===== config.mk =====
export PLATFORM = sky130hd
export DESIGN_NAME = data_record_framer
export DESIGN_NICKNAME = d
export VERILOG_FILES = /design/src/drf_pkg.sv /design/src/drf_plan.sv /design/src/data_record_framer.sv
export SDC_FILE = /design/constraint.sdc
export NUM_CORES = 1
export LEC_CHECK = 0
export ABC_CLOCK_PERIOD_IN_PS = 11300
export BUFFER_PORTS_ARGS = -buffer_cell sky130_fd_sc_hd__buf_2
export CAP_MARGIN = 20
export CORE_MARGIN = 4
export CORE_UTILIZATION = 25
export CTS_BUF_LIST = sky130_fd_sc_hd__clkbuf_2 sky130_fd_sc_hd__clkbuf_4 sky130_fd_sc_hd__clkbuf_8
export DETAILED_ROUTE_END_ITERATION = 8
export GPL_TIMING_DRIVEN = 0
export PLACE_DENSITY = 0.4
export SYNTH_ARGS = -nofsm -noshare
export SYNTH_HDL_FRONTEND = slang
export SYNTH_HIERARCHICAL = 1
export SYNTH_SLANG_ARGS = --single-unit

===== constraint.sdc =====
create_clock -name aclk -period 11.3 [get_ports aclk]
set_input_delay 1.13 -clock aclk [delete_from_list [all_inputs] [get_ports aclk]]
set_output_delay 1.13 -clock aclk [all_outputs]
set_load 0.02 [all_outputs]

===== src/drf_pkg.sv =====
`timescale 1ns / 1ps

package drf_pkg;

    // Record modes as held in the mode register; codes 5 to 7 frame nothing.
    localparam logic [2:0] MODE_TEXT     = 3'd0;
    localparam logic [2:0] MODE_FIXED    = 3'd1;
    localparam logic [2:0] MODE_VARIABLE = 3'd2;
    localparam logic [2:0] MODE_IBM_VAR  = 3'd3;
    localparam logic [2:0] MODE_IBM_SPAN = 3'd4;

    // Configuration register indexes.
    localparam logic [0:0] CFG_RECORD_MODE = 1'b0;
    localparam logic [0:0] CFG_FIXED_WIDTH = 1'b1;

    localparam int SEG_MAX     = 65527;
    localparam int MAX_BEATS   = 9;
    localparam int BEAT_IDX_W  = 4;

    localparam logic [7:0]  CHAR_NEWLINE = 8'h0a;
    localparam logic [7:0]  CHAR_SPACE   = 8'h20;
    localparam logic [15:0] BDW_EXTRA    = 16'd8;
    localparam logic [15:0] RDW_EXTRA    = 16'd4;

    // Segment control codes carried in the record descriptor word.
    localparam logic [7:0] SCC_ONLY   = 8'd0;
    localparam logic [7:0] SCC_FIRST  = 8'd1;
    localparam logic [7:0] SCC_LAST   = 8'd2;
    localparam logic [7:0] SCC_MIDDLE = 8'd3;

    typedef struct packed {
        logic [7:0]  out_byte;
        logic [15:0] out_repeat;
    } drf_beat_t;

    // Everything one input item gives: up to nine output beats and their count.
    typedef struct packed {
        drf_beat_t [MAX_BEATS-1:0] beats;
        logic [BEAT_IDX_W-1:0]     count;
    } drf_plan_t;

endpackage


===== src/drf_plan.sv =====
`timescale 1ns / 1ps

module drf_plan #(
    parameter int LENGTH_BITS = 24
) (
    input  logic [7:0]             rec_byte,
    input  logic [23:0]            rec_length,
    input  logic                   record_start,
    input  logic                   empty_record,
    input  logic [2:0]             record_mode,
    input  logic [15:0]            fixed_record_width,
    input  logic [LENGTH_BITS-1:0] offset_cur,
    input  logic [LENGTH_BITS-1:0] length_cur,
    input  logic [15:0]            fill_cur,
    output logic [LENGTH_BITS-1:0] offset_new,
    output logic [LENGTH_BITS-1:0] length_new,
    output logic [15:0]            fill_new,
    output drf_pkg::drf_plan_t     plan
);
    import drf_pkg::*;

    localparam logic [LENGTH_BITS-1:0] SEG_MAX_W = LENGTH_BITS'(SEG_MAX);
    localparam logic [LENGTH_BITS-1:0] ONE_W     = LENGTH_BITS'(1);

    logic [LENGTH_BITS-1:0] len_w;
    logic                   is_empty;
    logic [LENGTH_BITS-1:0] o;
    logic [LENGTH_BITS-1:0] lat;
    logic [15:0]            fill;
    logic [LENGTH_BITS-1:0] o_inc;
    logic                   last;
    logic [31:0]            lat32;
    logic [LENGTH_BITS-1:0] eff;
    logic [LENGTH_BITS-1:0] rest;
    logic [15:0]            chunk;
    logic [15:0]            bdw;
    logic [15:0]            rdw;
    logic                   seg_first;
    logic                   seg_fin;
    logic [7:0]             scc;
    logic [15:0]            fill_inc;
    logic                   in_width;
    logic                   pad;
    logic [15:0]            pad_count;

    function automatic drf_beat_t mk_beat(input logic [7:0] b, input logic [15:0] r);
        drf_beat_t t;
        t.out_byte   = b;
        t.out_repeat = r;
        return t;
    endfunction

    assign len_w    = LENGTH_BITS'(rec_length);
    assign is_empty = empty_record || (record_start && len_w == '0);

    // A start beat resets the record context before the byte is looked at.
    assign o     = record_start ? '0 : offset_cur;
    assign lat   = record_start ? len_w : length_cur;
    assign fill  = record_start ? 16'd0 : fill_cur;
    assign o_inc = o + ONE_W;
    assign last  = (o_inc == lat);
    assign lat32 = 32'(lat);

    assign eff       = (record_mode == MODE_IBM_VAR && lat > SEG_MAX_W) ? SEG_MAX_W : lat;
    assign rest      = eff - o;
    assign chunk     = (rest > SEG_MAX_W) ? 16'(SEG_MAX) : rest[15:0];
    assign bdw       = chunk + BDW_EXTRA;
    assign rdw       = chunk + RDW_EXTRA;
    assign seg_first = (o == '0);
    assign seg_fin   = (rest <= SEG_MAX_W);
    assign fill_inc  = fill + 16'd1;

    always_comb begin
        case ({seg_first, seg_fin})
            2'b11:   scc = SCC_ONLY;
            2'b10:   scc = SCC_FIRST;
            2'b01:   scc = SCC_LAST;
            default: scc = SCC_MIDDLE;
        endcase
    end

    assign in_width  = (32'(o) < 32'(fixed_record_width));
    assign pad       = last && (32'(lat) < 32'(fixed_record_width));
    assign pad_count = 16'(32'(fixed_record_width) - 32'(lat));

    always_comb begin
        logic [BEAT_IDX_W-1:0] base;
        base       = '0;
        plan.beats = {MAX_BEATS{mk_beat(8'd0, 16'd1)}};
        plan.count = '0;
        offset_new = offset_cur;
        length_new = length_cur;
        fill_new   = fill_cur;

        if (is_empty) begin
            offset_new = '0;
            length_new = '0;
            fill_new   = 16'd0;
            case (record_mode)
                MODE_TEXT: begin
                    plan.beats[0] = mk_beat(CHAR_NEWLINE, 16'd1);
                    plan.count    = BEAT_IDX_W'(1);
                end
                MODE_FIXED: begin
                    plan.beats[0] = mk_beat(CHAR_SPACE, fixed_record_width);
                    plan.count    = (fixed_record_width != 16'd0) ? BEAT_IDX_W'(1) : '0;
                end
                MODE_VARIABLE: begin
                    plan.count = BEAT_IDX_W'(8);
                end
                default: begin
                    plan.count = '0;
                end
            endcase
        end else if (o < lat) begin
            offset_new = o_inc;
            length_new = lat;
            fill_new   = fill;
            case (record_mode)
                MODE_TEXT: begin
                    plan.beats[0] = mk_beat(rec_byte, 16'd1);
                    plan.beats[1] = mk_beat(CHAR_NEWLINE, 16'd1);
                    plan.count    = last ? BEAT_IDX_W'(2) : BEAT_IDX_W'(1);
                end
                MODE_FIXED: begin
                    if (in_width) begin
                        plan.beats[0] = mk_beat(rec_byte, 16'd1);
                        base          = BEAT_IDX_W'(1);
                    end
                    plan.beats[base] = mk_beat(CHAR_SPACE, pad_count);
                    plan.count       = base + (pad ? BEAT_IDX_W'(1) : '0);
                end
                MODE_VARIABLE: begin
                    if (seg_first) begin
                        for (int k = 0; k < 4; k++) begin
                            plan.beats[k] = mk_beat(lat32[8*k +: 8], 16'd1);
                        end
                        base = BEAT_IDX_W'(4);
                    end
                    plan.beats[base] = mk_beat(rec_byte, 16'd1);
                    for (int k = 0; k < 4; k++) begin
                        plan.beats[base + BEAT_IDX_W'(k + 1)] =
                            mk_beat(lat32[8*k +: 8], 16'd1);
                    end
                    plan.count = base + (last ? BEAT_IDX_W'(5) : BEAT_IDX_W'(1));
                end
                MODE_IBM_VAR, MODE_IBM_SPAN: begin
                    if (o < eff) begin
                        // A new segment opens with its block and record descriptor words.
                        if (fill == 16'd0) begin
                            plan.beats[0] = mk_beat(bdw[15:8], 16'd1);
                            plan.beats[1] = mk_beat(bdw[7:0], 16'd1);
                            plan.beats[2] = mk_beat(8'd0, 16'd1);
                            plan.beats[3] = mk_beat(8'd0, 16'd1);
                            plan.beats[4] = mk_beat(rdw[15:8], 16'd1);
                            plan.beats[5] = mk_beat(rdw[7:0], 16'd1);
                            plan.beats[6] = mk_beat(scc, 16'd1);
                            plan.beats[7] = mk_beat(8'd0, 16'd1);
                            base          = BEAT_IDX_W'(8);
                        end
                        plan.beats[base] = mk_beat(rec_byte, 16'd1);
                        plan.count       = base + BEAT_IDX_W'(1);
                        if (fill_inc >= 16'(SEG_MAX) || o_inc == eff) begin
                            fill_new = 16'd0;
                        end else begin
                            fill_new = fill_inc;
                        end
                    end
                end
                default: begin
                    plan.count = '0;
                end
            endcase
        end
    end

endmodule


===== src/data_record_framer.sv =====
`timescale 1ns / 1ps

// Channel   Direction  Beat contents
// s_        in         tdata: rec_byte, rec_length; tuser: record_start, empty_record
// m_        out        tdata: out_byte, out_repeat; tlast: last beat of an input item
// cfg_      in         cfg_index selects record_mode (0) or fixed_record_width (1)
//
// An input beat is framed in the cycle it is taken and its zero to nine output beats
// leave one per cycle while m_tready is high; a beat carrying a header or trailer
// holds s_tready low until its last output beat is sent. The output register lets the
// next input beat be taken while the final output beat of the previous one waits.
// Reset is synchronous and clears the mode, width and record context.
// Stalls on m_tready hold the output beat and back-pressure s_tready.
module data_record_framer #(
    parameter int LENGTH_BITS = 24
) (
    input  logic        aclk,
    input  logic        aresetn,
    input  logic        s_tvalid,
    output logic        s_tready,
    input  logic [31:0] s_tdata,   // [7:0] rec_byte, [31:8] rec_length
    input  logic [1:0]  s_tuser,   // [0] record_start, [1] empty_record
    output logic        m_tvalid,
    input  logic        m_tready,
    output logic [23:0] m_tdata,   // [7:0] out_byte, [23:8] out_repeat
    output logic        m_tlast,
    input  logic        cfg_valid,
    output logic        cfg_ready,
    input  logic [0:0]  cfg_index,
    input  logic [15:0] cfg_data
);
    import drf_pkg::*;

    logic [2:0]             mode_reg;
    logic [15:0]            width_reg;
    logic [LENGTH_BITS-1:0] offset_reg;
    logic [LENGTH_BITS-1:0] offset_next;
    logic [LENGTH_BITS-1:0] length_reg;
    logic [LENGTH_BITS-1:0] length_next;
    logic [15:0]            fill_reg;
    logic [15:0]            fill_next;
    drf_plan_t              plan_next;
    drf_plan_t              plan_reg;
    logic                   plan_valid_reg;
    logic [BEAT_IDX_W-1:0]  idx_reg;
    logic                   m_valid_reg;
    drf_beat_t              m_beat_reg;
    logic                   m_last_reg;
    logic                   out_free;
    logic                   emit;
    logic                   at_last;
    logic                   accept;

    drf_plan #(
        .LENGTH_BITS (LENGTH_BITS)
    ) u_plan (
        .rec_byte           (s_tdata[7:0]),
        .rec_length         (s_tdata[31:8]),
        .record_start       (s_tuser[0]),
        .empty_record       (s_tuser[1]),
        .record_mode        (mode_reg),
        .fixed_record_width (width_reg),
        .offset_cur         (offset_reg),
        .length_cur         (length_reg),
        .fill_cur           (fill_reg),
        .offset_new         (offset_next),
        .length_new         (length_next),
        .fill_new           (fill_next),
        .plan               (plan_next)
    );

    assign out_free  = !m_valid_reg || m_tready;
    assign emit      = plan_valid_reg && out_free;
    assign at_last   = (idx_reg == plan_reg.count - BEAT_IDX_W'(1));
    assign s_tready  = !plan_valid_reg || (emit && at_last);
    assign accept    = s_tvalid && s_tready;
    assign cfg_ready = 1'b1;

    assign m_tvalid = m_valid_reg;
    assign m_tdata  = {m_beat_reg.out_repeat, m_beat_reg.out_byte};
    assign m_tlast  = m_last_reg;

    always_ff @(posedge aclk) begin
        if (!aresetn) begin
            mode_reg  <= MODE_TEXT;
            width_reg <= 16'd0;
        end else if (cfg_valid) begin
            case (cfg_index)
                CFG_RECORD_MODE: mode_reg  <= cfg_data[2:0];
                CFG_FIXED_WIDTH: width_reg <= cfg_data;
                default: ;
            endcase
        end
    end

    always_ff @(posedge aclk) begin
        if (!aresetn) begin
            offset_reg     <= '0;
            length_reg     <= '0;
            fill_reg       <= 16'd0;
            plan_valid_reg <= 1'b0;
            idx_reg        <= '0;
        end else if (accept) begin
            offset_reg     <= offset_next;
            length_reg     <= length_next;
            fill_reg       <= fill_next;
            // An item that yields nothing leaves the plan stage empty.
            plan_valid_reg <= (plan_next.count != '0);
            idx_reg        <= '0;
        end else if (emit) begin
            if (at_last) begin
                plan_valid_reg <= 1'b0;
            end
            idx_reg <= idx_reg + BEAT_IDX_W'(1);
        end
    end

    always_ff @(posedge aclk) begin
        if (accept) begin
            plan_reg <= plan_next;
        end
    end

    always_ff @(posedge aclk) begin
        if (!aresetn) begin
            m_valid_reg <= 1'b0;
        end else if (emit) begin
            m_valid_reg <= 1'b1;
        end else if (m_tready) begin
            m_valid_reg <= 1'b0;
        end
    end

    always_ff @(posedge aclk) begin
        if (emit) begin
            m_beat_reg <= plan_reg.beats[idx_reg];
            m_last_reg <= at_last;
        end
    end

endmodule


==> results.txt <==
----------------------------------------------------
[Outcome]
  Run status ... complete, no violations

[Power]
  Switching Share ... ~31%
  Leakage component of the power ... 10.4 nW
  Part of the power in combinational logic ... 20.9%
  Worst vdd rail ir drop ... 0.0856 mV
  Net switching component of the power ... about 1 mW
  Sequential share of power ... 44.3%
  Clock power frac ... around a third
  Internal cell power ... roughly 2.3 mW
  Pwr dens ... between 100 and 150 nW/um^2

[Yosys]
  Mean cell area of the mapped netlist ... 9.83 sq um
  Summed instance area of the synthesized netlist ... around 23000 sq um
  Synth top cells by count ... sky130_fd_sc_hd__nand2_1 (314), sky130_fd_sc_hd__edfxtp_1 (245), sky130_fd_sc_hd__nor2_1 (189)
  Total of flip-flops plus latches after synthesis ... ~330
  Proportion of synthesized chip area in sequential cells ... 40.4%
  Asr flop ratio synth ... 0%
  Leading cell types by total area after synthesis ... sky130_fd_sc_hd__edfxtp_1 (33%), sky130_fd_sc_hd__dfxtp_1 (7.9%), sky130_fd_sc_hd__ha_1 (5.8%)
  Yosys Warn Count ... 6
  Most frequently used cell type in the post-synthesis netlist ... sky130_fd_sc_hd__nand2_1
  EDFF count, synth ... roughly 250
  Portion of synthesized cell area occupied by the leading cell type ... about 33%
  Synth Instances ... 2302
  Number of library cell types mapped by synthesis ... ~110
  Cell taking the most area after synthesis ... sky130_fd_sc_hd__edfxtp_1
  Dominant register cell in the synthesized netlist ... sky130_fd_sc_hd__edfxtp_1

[CTS]
  Clock-pin slew on the worst setup and hold paths ... around 0.060 ns
  Post-CTS repair timing setup buffer count ... 0
  Worst-skew pair later-pin latency ... approximately 0.7 ns
  Number of buffers inserted during clock tree synthesis ... between 60 and 70
  Clk sinks ... between 300 and 400
  TritonCTS clock tree ... yes
  Bufs on Longest Clock Path ... 3
  Resize count post-CTS ... 0
  Number of buffers inserted by hold repair at cts ... 0
  Root buffer selected by CTS ... sky130_fd_sc_hd__clkbuf_8
  Depth of the CTS H-tree ... 2

[Global route]
  Number of global-route vias before repair ... approximately 19000
  Wire length of the first global-routing pass ... approximately 130000 um
  GR Overflow Total ... 0
  Overall track demand over capacity in global routing ... 17.7%
  Initial antenna violation count ... 3
  Pin count of the biggest net entering global routing ... 120

[Drt]
  Routed WL ... ~86000 um
  Vias after detailed routing ... 18628
  Number of detailed-route iterations in the first pass ... 5
  Drt first-iter violations ... ~1300
  Number of remaining DRC errors ... 0
  Number of vias per cell after detailed routing ... 4.89
  Average detailed-routed wire length per instance ... between 20 and 25 um
  Residual antenna-violating net count after detailed routing ... 0

[Timing]
  Setup repair after global routing missed its margin ... no
  Final period utilization ... 84.1%
  Aggregate negative setup slack ... 0 ns
  Relative slew slack ... between 15 and 20%
  Maximum clock skew at final layout ... 0.0957 ns
  Slew at the pin with the worst max-slew slack ... 1.20 ns
  Achievable clock frequency ... 0.105 GHz
  Count of endpoints failing hold in the final timing report ... 0
  Count of final setup violators ... 0
  Final critical-path required period ... ~9.5 ns
  Minimum hold slack ... 0.471 ns
  Max Slew Vio Count ... 0

[Setup path]
  Critical path fanouts, max ... 10
  Critical path class ... in2reg
  Most used cell, CP ... sky130_fd_sc_hd__buf_2
  CP endpoint kind ... flip-flop
  Biggest cell delay along the critical path ... 0.92 ns
  CP max stage cell ... sky130_fd_sc_hd__a311oi_1
  Required arrival time at the worst endpoint ... 11.63 ns
  Arrival time at the worst endpoint ... 9.84 ns
  Startpoint type of the worst setup path ... input port

[Placement]
  Final GP Congestion ... 0.902
  Number of buffers added on ports ... 80
  DP HPWL ... 66400 um

[Floorplan]
  Die extent in y ... between 300 and 400 um
  Number of primary I/O pins ... 84
  Initial Util ... between 20% and 30%
  Die Outline Area ... ~95000 sq um
  Number of core rows ... 110
  Area of the core region ... between 80000 and 90000 sq um
  Chip Width ... 309 um

[Layout]
  Fraction of final layout cells with drive strength greater than 1 ... about 17%
  Combined area of the multi-input logic cells ... between 10000 and 15000 sq um
  Nets ... about 2700
  Fill count ... ~9500
  Area taken by flip-flops and latches ... between 9000 and 10000 sq um
  Number of flip-flops under the largest register name ... 220
  Layout overhead on the synthesized area ... 16.9%

[Run]
  Max-cap violation count ... 0

[Hold path]
  Type of the worst min-delay path ... reg2reg

----------------------------------------------------
cell usage in the layout (no fill, tap or decap), types with 46 or more instances in the layout:
cell type / instances
sky130_fd_sc_hd__clkbuf_1: 90
sky130_fd_sc_hd__nand3_1: 60
sky130_fd_sc_hd__a21oi_1: 92
sky130_fd_sc_hd__xnor2_1: 56
sky130_fd_sc_hd__a211oi_1: 46
sky130_fd_sc_hd__nor2_1: 189
sky130_fd_sc_hd__buf_2: 98
sky130_fd_sc_hd__nand2_1: 314
sky130_fd_sc_hd__inv_1: 89
sky130_fd_sc_hd__edfxtp_1: 245
sky130_fd_sc_hd__mux2i_1: 117
sky130_fd_sc_hd__ha_1: 104
sky130_fd_sc_hd__conb_1: 113
sky130_fd_sc_hd__clkbuf_8: 65
sky130_fd_sc_hd__mux4_2: 48
sky130_fd_sc_hd__o21ai_0: 70
sky130_fd_sc_hd__buf_4: 122
sky130_fd_sc_hd__dfxtp_1: 89
worst max-delay path: cells and delay by family:
family,cells,cell delay (ns)
and+or+nand+nor,6,1.00
adders and majority gates,3,0.87
buffers and inverters,13,4.14
AOI/OAI and AO/OA,7,2.34
muxes,1,0.32
routing by layer:
layer  part of all wire [%]  up-vias  global-route usage, %
met3                    4.6      136                   2.18
met4                    3.5        0                   6.00
li1                       -     8825                      -
met5                      0        -                      0
met2                     49      541                   31.4
met1                     43     9126                   22.4
power groups by stage:
stage	Clock, mW	Sequential, mW	Combinational [mW]
after global routing	1.25	1.46	0.746
after detailed placement	0	1.48	0.687
after global placement	0	1.48	0.669
after CTS	1.19	1.46	0.689
final	1.14	1.46	0.688
after floorplan	0	1.48	0.444
worst paths after layout:
check | startpoint | end | slack, ns | depth (start not counted)
hold / removal | width_reg[15] | width_reg[15] | 0.47 | 2
setup reg to reg | length_reg[4] | plan_reg[25] | 2.31 | 26
setup / recovery | s_tuser[0] | plan_reg[25] | 1.79 | 30
hold reg to reg | width_reg[15] | width_reg[15] | 0.47 | 2
final cells by class:
cell class / instances / share of cell area, %
Antenna cell: 4 / 0.0378
Buffer: 240 / 5.45
Clock buffer: 87 / 4.01
Clock inverter: 29 / 0.525
Inverter: 91 / 1.29
Multi-Input combinational cell: 1747 / 46.1
Sequential cell: 334 / 34.6
Tap cell: 1176 / 5.56
Timing Repair Buffer: 101 / 2.52
through the flow:
stage | instances | setup WS [ns] | power, mW | instance area (sq um) | util (%)
after CTS | 3804 | 1.88 | 3.33 | 26400 | 29.4
after floorplan | 2412 | 4.08 | 1.92 | 23000 | -
final | 3809 | 1.79 | 3.29 | 26400 | 29.4
after global placement | 3668 | 0.486 | 2.15 | 24900 | 27.7
after detailed placement | 3688 | 1.22 | 2.17 | 25200 | 28.1
after global routing | 3809 | 1.35 | 3.46 | 26400 | 29.4
cells by family (layout without fill, tap and decap cells):
family / count (synthesis) / in the layout / synth area share, %
adder cells (fa/ha/maj): 106 / 106 / 5.93
AO/OA/AOI/OAI: 454 / 454 / 14.1
AND/OR/NAND/NOR: 801 / 801 / 17.0
multiplexers: 182 / 182 / 10.8
XOR/XNOR: 91 / 91 / 3.86
flip-flops: 334 / 334 / 40.4
buffers and inverters: 331 / 548 / 7.87
other: 3 / 117 / 0.0498
No activity file was read; power rests on OpenSTA's default activity.
